===== src/iawr_pkg.sv =====
// Package for the incast ACK window rewriter: table sizes, ethertype codes,
// register map, and the packed item, result and table-entry types.
// Used by every module of the block except iawr_ram; depends on nothing.
package iawr_pkg;

  // Port table size and derived widths
  localparam int MAX_PORTS  = 64;
  localparam int PORT_IDX_W = $clog2(MAX_PORTS);
  localparam int PORT_CNT_W = $clog2(MAX_PORTS + 1);

  // Queue between the front and the back
  localparam int QUEUE_DEPTH = 2;
  localparam int QUEUE_PTR_W = $clog2(QUEUE_DEPTH);
  localparam int QUEUE_CNT_W = $clog2(QUEUE_DEPTH + 1);

  // Incast control ethertypes
  localparam logic [15:0] ET_ON_LOW  = 16'd31232;
  localparam logic [15:0] ET_ON_HIGH = 16'd31246;
  localparam logic [15:0] ET_OFF     = 16'd31247;

  // Register reset values
  localparam logic [15:0] BASE_WINDOW_RST = 16'd1500;
  localparam logic [15:0] TIMEOUT_MS_RST  = 16'd1000;

  // Configuration port
  localparam int APB_ADDR_W = 4;
  localparam int APB_DATA_W = 32;

  typedef enum logic [1:0] {
    REG_ENABLE      = 2'd0,
    REG_BASE_WINDOW = 2'd1,
    REG_TIMEOUT_MS  = 2'd2,
    REG_NONE        = 2'd3
  } reg_idx_t;

  // Ethertype class found by the front
  typedef enum logic [1:0] {
    CLS_OTHER = 2'd0,
    CLS_ON    = 2'd1,
    CLS_OFF   = 2'd2
  } pkt_cls_t;

  typedef struct packed {
    logic [15:0] in_port_id;
    logic [15:0] out_port_id;
    logic [31:0] now_ms;
    logic [15:0] ether_type;
    logic        is_tcp;
    logic        ack_flag;
    logic [15:0] tcp_window;
    logic [15:0] tcp_checksum;
  } pkt_t;

  typedef struct packed {
    logic        drop;
    logic [15:0] window_out;
    logic [15:0] checksum_out;
    logic        rewritten;
    logic        table_failed;
  } res_t;

  // Classified item handed from the front to the back
  typedef struct packed {
    logic [15:0] in_port_id;
    logic [15:0] out_port_id;
    logic [31:0] now_ms;
    pkt_cls_t    cls;
    logic [3:0]  shift;
    logic        ack_cand;
    logic [15:0] tcp_window;
    logic [15:0] tcp_checksum;
  } work_t;

  // Per-port incast state kept in RAM
  typedef struct packed {
    logic [31:0] start_ms;
    logic [3:0]  shift;
    logic        mark;
  } entry_t;

  localparam int ENTRY_W = $bits(entry_t);

  typedef struct packed {
    logic        enable;
    logic [15:0] base_window;
    logic [15:0] timeout_ms;
  } cfg_t;

  typedef struct packed {
    logic [PORT_CNT_W-1:0] entries_used;
    logic                  failed;
  } status_t;

endpackage


===== src/iawr_front.sv =====
// Front of the rewriter: accepts packet items, classifies the ethertype
// and the ACK candidacy, and queues the result for the back.
// Depends on iawr_pkg.
module iawr_front (
  input  logic            clk,
  input  logic            rst,
  input  logic            pkt_valid,
  output logic            pkt_stall,
  input  iawr_pkg::pkt_t  pkt,
  output logic            q_valid,
  input  logic            q_pop,
  output iawr_pkg::work_t q_item
);

  iawr_pkg::work_t                     queue [iawr_pkg::QUEUE_DEPTH];
  logic [iawr_pkg::QUEUE_PTR_W-1:0]    wr_ptr;
  logic [iawr_pkg::QUEUE_PTR_W-1:0]    rd_ptr;
  logic [iawr_pkg::QUEUE_CNT_W-1:0]    count;
  iawr_pkg::work_t                     cls_item;
  logic [15:0]                         et_diff;
  logic                                push;
  logic                                pop;

  // Classify the incoming packet
  always_comb begin
    et_diff               = pkt.ether_type - iawr_pkg::ET_ON_LOW;
    cls_item.in_port_id   = pkt.in_port_id;
    cls_item.out_port_id  = pkt.out_port_id;
    cls_item.now_ms       = pkt.now_ms;
    cls_item.shift        = et_diff[3:0];
    cls_item.ack_cand     = pkt.is_tcp & pkt.ack_flag;
    cls_item.tcp_window   = pkt.tcp_window;
    cls_item.tcp_checksum = pkt.tcp_checksum;
    if (pkt.ether_type inside {[iawr_pkg::ET_ON_LOW:iawr_pkg::ET_ON_HIGH]}) begin
      cls_item.cls = iawr_pkg::CLS_ON;
    end else if (pkt.ether_type == iawr_pkg::ET_OFF) begin
      cls_item.cls = iawr_pkg::CLS_OFF;
    end else begin
      cls_item.cls = iawr_pkg::CLS_OTHER;
    end
  end

  assign pkt_stall = (count == iawr_pkg::QUEUE_CNT_W'(iawr_pkg::QUEUE_DEPTH));
  assign push      = pkt_valid & ~pkt_stall;
  assign q_valid   = (count != '0);
  assign pop       = q_pop & q_valid;
  assign q_item    = queue[rd_ptr];

  // Store classified items
  always_ff @(posedge clk) begin
    if (push) begin
      queue[wr_ptr] <= cls_item;
    end
  end

  // Advance queue pointers
  always_ff @(posedge clk) begin
    if (rst) begin
      wr_ptr <= '0;
      rd_ptr <= '0;
      count  <= '0;
    end else begin
      if (push) begin
        wr_ptr <= (wr_ptr == iawr_pkg::QUEUE_PTR_W'(iawr_pkg::QUEUE_DEPTH - 1))
                  ? '0 : wr_ptr + 1'b1;
      end
      if (pop) begin
        rd_ptr <= (rd_ptr == iawr_pkg::QUEUE_PTR_W'(iawr_pkg::QUEUE_DEPTH - 1))
                  ? '0 : rd_ptr + 1'b1;
      end
      if (push && !pop) begin
        count <= count + 1'b1;
      end else if (pop && !push) begin
        count <= count - 1'b1;
      end
    end
  end

endmodule


===== config.mk =====
export PLATFORM = sky130hd
export DESIGN_NAME = iawr_front
export DESIGN_NICKNAME = d
export VERILOG_FILES = /design/src/iawr_pkg.sv /design/src/iawr_front.sv
export SDC_FILE = /design/constraint.sdc
export NUM_CORES = 1
export LEC_CHECK = 0
export CAP_MARGIN = 40
export CORE_AREA = 2 2 142 144
export CTS_CLUSTER_SIZE = 30
export DETAILED_ROUTE_END_ITERATION = 10
export DIE_AREA = 0 0 144 146
export DONT_BUFFER_PORTS = 1
export GPL_ROUTABILITY_DRIVEN = 0
export PLACE_DENSITY = 0.67
export SKIP_CTS_REPAIR_TIMING = 1
export SLEW_MARGIN = 20
export SYNTH_ARGS = -nofsm -noshare
export SYNTH_HDL_FRONTEND = slang
export SYNTH_SLANG_ARGS = --single-unit

===== constraint.sdc =====
create_clock -name clk -period 3.6 [get_ports clk]
set_input_delay 0.36 -clock clk [delete_from_list [all_inputs] [get_ports clk]]
set_output_delay 0.36 -clock clk [all_outputs]
set_load 0.05 [all_outputs]

Word level (Yosys, flattened, before mapping) --
Memory sizes are Yosys's and may differ from the RTL's. A register that Yosys moved wholly into a read port is not among the register bits. Index checks and enable logic that the tools add are counted.
Word-level totals: output and inout bits 105, input bits 118, register bits after elaboration 4, logic and storage cells 34, memories 1, bits in writable memories 206
Memory list:
- queue | words 2, width 103, rd ports 1, clocked after memory_dff 1, wr ports 1, line iawr_front.sv:15 | iawr_pkg::work_t queue [iawr_pkg::QUEUE_DEPTH];
Operators by class: reduce and logical (&&, ||, !) cells 7, mux-type cells 10, bitwise operators 4, $add $sub $neg 5, $lt $le $gt $ge 2, eq/ne operators 2
Operators with widths (number):
- 16-bit by 15-bit equality test with 1-bit output, second input constant | 1
- 16-bit by 15-bit greater-or-equal comparator with 1-bit output, second input constant | 1
- 16-bit by 15-bit <= comparator with 1-bit output, second input constant | 1
- 2-bit 2-to-1 mux | 4
- 1-bit 2-to-1 mux | 6
- 2-bit nonzero test | 2
- 4-bit by 1-bit subtractor with 4-bit output, second input constant | 1
- 1-bit bitwise AND | 3
- 1-bit logical AND | 3
- 1-bit adder, second input constant | 2
- 2-bit by 1-bit adder with 2-bit output, second input constant | 1
- 2-bit equality test, second input constant | 1
- 1-bit logical NOT | 2
- 2-bit by 1-bit subtractor with 2-bit output, second input constant | 1
- 1-bit NOT | 1

Longest topological paths before layout --
depth after elaboration 7, gate-level depth with buffers 6, gate-level depth less buffers 6

Least setup slack after synthesis --
OpenSTA, ideal clock, no wires.
path kind register to register, from reg count[1] (netlist bit), to mem queue[1][0] (netlist bit), enable pin, required time 3.126 ns, arrival 3.123 ns, cell stages (with the launch flop) 4, path slack 0.003 ns, buffers on the path 0, setup time 0.474 ns, clock period less this slack 3.597 ns, cells stage by stage dfxtp_1 > nor2b_2 > nor2_1 > and2_1
On the way: word-level cells in the longest chain between the ends 5
Ends and longest elaborated chain:
- start, declared | line iawr_front.sv:18 | logic [iawr_pkg::QUEUE_CNT_W-1:0] count;
- start signal, assigned | line iawr_front.sv:72 | count <= count + 1'b1;
- start signal, assigned | line iawr_front.sv:74 | count <= count - 1'b1;
- 2-bit equality test | line iawr_front.sv:43 | assign pkt_stall = (count == iawr_pkg::QUEUE_CNT_W'(iawr_pkg::QUEUE_DEPTH));
- via pkt_stall | line iawr_front.sv:8 | output logic pkt_stall,
- 1-bit NOT | line iawr_front.sv:44 | assign push = pkt_valid & ~pkt_stall;
- 1-bit bitwise AND | line iawr_front.sv:44
- via push | line iawr_front.sv:21 | logic push;
- 1-bit 2-to-1 mux | line iawr_front.sv:51 | if (push) begin
- 1-bit 2-to-1 mux (implied by the code) | line iawr_front.sv:52 | queue[wr_ptr] <= cls_item;
- end, declared | line iawr_front.sv:15
The timed path passes the listed nets, and every way through them passes these cells.

==> results.txt <==
----------------------------------------------------
[Run status]
  Result of the run ... completed

[Cells and area]
  Syn-to-layout area delta ... 26.0%
  Final Non-Filler Cells ... 750
  Most common library cell in the layout ignoring fill and taps ... edfxtp_1
  Final core utilization ... 0.503
  Final-stage net count ... 591
  Most frequent cells in the layout ... edfxtp_1, mux2_2, dlygate4sd3_1
  Fraction of final layout cells with drive strength greater than 1 ... 0.300

[Clock tree]
  Cts bufs inserted ... 22
  Deepest level of the CTS H-tree ... 1
  Clock root buffer ... clkbuf_16
  CTS tree ... done
  Clock Sinks ... 211
  Maximum count of clock buffers along a single path ... 3
  Worst skew pair latency ... 0.49 ns
  Clock transition at path regs ... 0.06 ns

[Critical path]
  Category of the worst setup path launch point ... register
  Crit-path slowest cell ... dfxtp_4
  Total buffers and inverters traversed by the critical path ... 1
  Arrival time at the worst endpoint ... 2.20 ns
  Crit path max fanout ... 57
  Endpoint type of the worst setup path ... output pin
  Top Family by Delay on Critical Path ... flip-flops
  Path depth of the worst reg2reg path ... 4
  Terminus of the critical flop-to-flop path ... queue[0][25]
  Slowest Stage Delay on Critical Path ... 0.75 ns
  Start of the worst register-to-register path ... count[0]
  Required time of the critical path ... 3.24 ns
  Worst-case register-to-register setup slack ... 1.32 ns
  Setup CP Type ... reg2out
  Worst-path cell chain ... buf_12, mux2_2

[Floorplan]
  Top-Level Pins ... 223
  Die Span Y ... 146 microns
  Floorplan die width ... 144 microns
  Total Die Area ... 21000 sq um
  Starting utilization of the core area ... 0.399
  Count of standard-cell rows ... 51
  Area of the core region ... 19300 sq um

[GRT]
  Initial antenna violation count ... 1
  Total congestion overflow ... 0
  Vias in the first global route ... 3539
  Maximum number of pins on one net before global-route repair ... 58
  Wire length of the first global-routing pass ... 19900 microns
  Global routing usage summed across all routing layers ... 0.123

[Worst hold path]
  Endpoint of the worst hold path ... queue[0][32]
  Worst min-delay path class ... in2reg
  Depth of the worst hold-timing path ... 1
  Worst hold start ... pkt[32]

[Placement]
  Port bufs ... 0
  Number of placed instances, taps included ... 612
  HPWL after detailed placement ... 8860 microns

[Power]
  Worst ir drop on vdd ... 0.506 mV
  Total Power Consumption ... 0.00782 W
  PD cells ... 804 nW/um^2
  Leakage power summed over all cells ... 3.20 nW

[Logic synthesis]
  Part of the Yosys area used for sequential elements ... 0.814
  Yosys synthesis warning count ... 0
  Count of distinct cell types in the synthesized netlist ... 23
  Cell count after synthesis ... 353
  Post-synthesis register bit count ... 211
  Synthesized Nets ... 472
  Synthesized area per cell ... 21.9 sq um
  Mapped Area ... 7720 sq um

[Timing]
  Final critical path time including I/O delays and setup ... 2.56 ns
  Final count of negative-setup-slack endpoints ... 0
  Hold Fails Final Rpt ... 0
  Fmax ... 0.390 GHz
  Setup TNS after final layout ... 0 ns
  Max Slew Vio Count ... 0
  Unrepaired setup endpoints after global routing ... false
  Slew Limit Headroom ... 0.563
  Transition time of the tightest slew-check pin ... 0.655 ns
  Worst Skew ... 0.0123 ns
  Share of the cycle needed by the critical path after routing ... 0.712

[Detailed routing]
  DRC violations left ... 0
  Number of iterations in the first detailed-routing pass ... 4
  Remaining number of nets flagged by the antenna check after routing ... 0
  Routed Wire Length ... 14400 microns
  Count of routing violations after the opening detailed-route iteration ... 101
  Avg Vias per Cell ... 4.84
  Detailed-route wire length per cell ... 19.2 microns
  Vias after detailed routing ... 3633

[Run]
  Max-capacitance violation count ... 0

----------------------------------------------------
[worst reg2reg max path, delay by kind of cell, from the launching register on]
family | cells | cell delay [ns]
buffers and inverters | 2 | 0.91
AND/OR/NAND/NOR | 2 | 0.59
flip-flops | 1 | 0.43
[through the flow]
stage / hold slack [ns] / instance area, sq um / worst slack [ns]
CTS: -0.0996 / 8710 / 0.959
finish: 0.128 / 9730 / 1.04
detailed placement: 0.426 / 8050 / 1.30
global placement: 0.427 / 8030 / 1.40
global route: 0.102 / 9720 / 0.911
floorplan: 0.429 / 7720 / 0.00292
[synth_stat cells]
cell      count  area, sq um
or3_1         2         12.5
or2_2         1         6.26
nor2b_2       1         8.76
nor4_1        1         6.26
nor4bb_1      1         10.0
nor3_1        1         5.00
a21oi_1       2         10.0
nand4b_1      1         8.76
buf_4         1         7.51
nand4_1       1         6.26
nor2_1        4         15.0
buf_2         3         15.0
and2_1        2         12.5
nand2_1       1         3.75
o21ai_0       3         15.0
buf_6         7         78.8
ha_1          1         12.5
nor3b_1       1         7.51
mux2_2      103         1160
inv_1         2         7.51
dfxtp_1       5          100
xor2_1        3         26.3
edfxtp_1    206         6190
[power breakdown]
part           switching [W]  internal [W]  total [W]
Combinational        0.00192      0.000578    0.00250
Sequential          0.000150       0.00309    0.00324
Clock               0.000858       0.00123    0.00209
Total                0.00293       0.00489    0.00782
[sequential cells by signal, indices dropped and copies added, names as in the netlist, named ones only]
| name | flops |
|---|---|
| count | 2 |
| rd_ptr | 1 |
| queue | 206 |
| wr_ptr | 1 |
[worst max-delay path by stage]
stage | start | endpoint | slack (ns) | cells past startpoint
6_report | register | q_item[74] | 1.04 | 2
5_1_grt | register | q_item[72] | 0.91 | 2
4_1_cts | register | q_item[66] | 0.96 | 2
3_5_place_dp | count[0] | queue[0][50] | 1.30 | 4
3_3_place_gp | count[1] | queue[1][52] | 1.40 | 4
2_1_floorplan | count[1] | queue[1][0] | 0.003 | 3
[cell families (layout without fill, tap and decap cells)]
kind of cell	count (synthesis)	after routing	share of synthesized area
compound gates	5	5	0.00324
xor+xnor	3	3	0.00340
fa+ha+maj	1	1	0.00162
buf+inv	13	144	0.0141
flops	211	211	0.814
mux	103	103	0.150
other cells	0	1	0
simple gates	17	17	0.0133
[layer usage]
| metal | routed length, microns | track usage | vias to the layer above |
|---|---|---|---|
| li1 | - | - | 1638 |
| met1 | 5460 | 0.132 | 1810 |
| met2 | 7470 | 0.217 | 157 |
| met3 | 1180 | 0.0546 | 28 |
| met4 | 313 | 0.0348 | 0 |
| met5 | 0 | 0 | - |
[cell type report]
class	instances	area, sq um
diodes	1	2.50
clock buffers	27	591
clock inverters	9	75.1
fillers	1559	9610
inverters	2	10.0
multi-input cells	129	1330
flip-flops and latches	211	6290
well taps	265	332
repair buffers	106	1100
(Power assumes the default switching activity.)
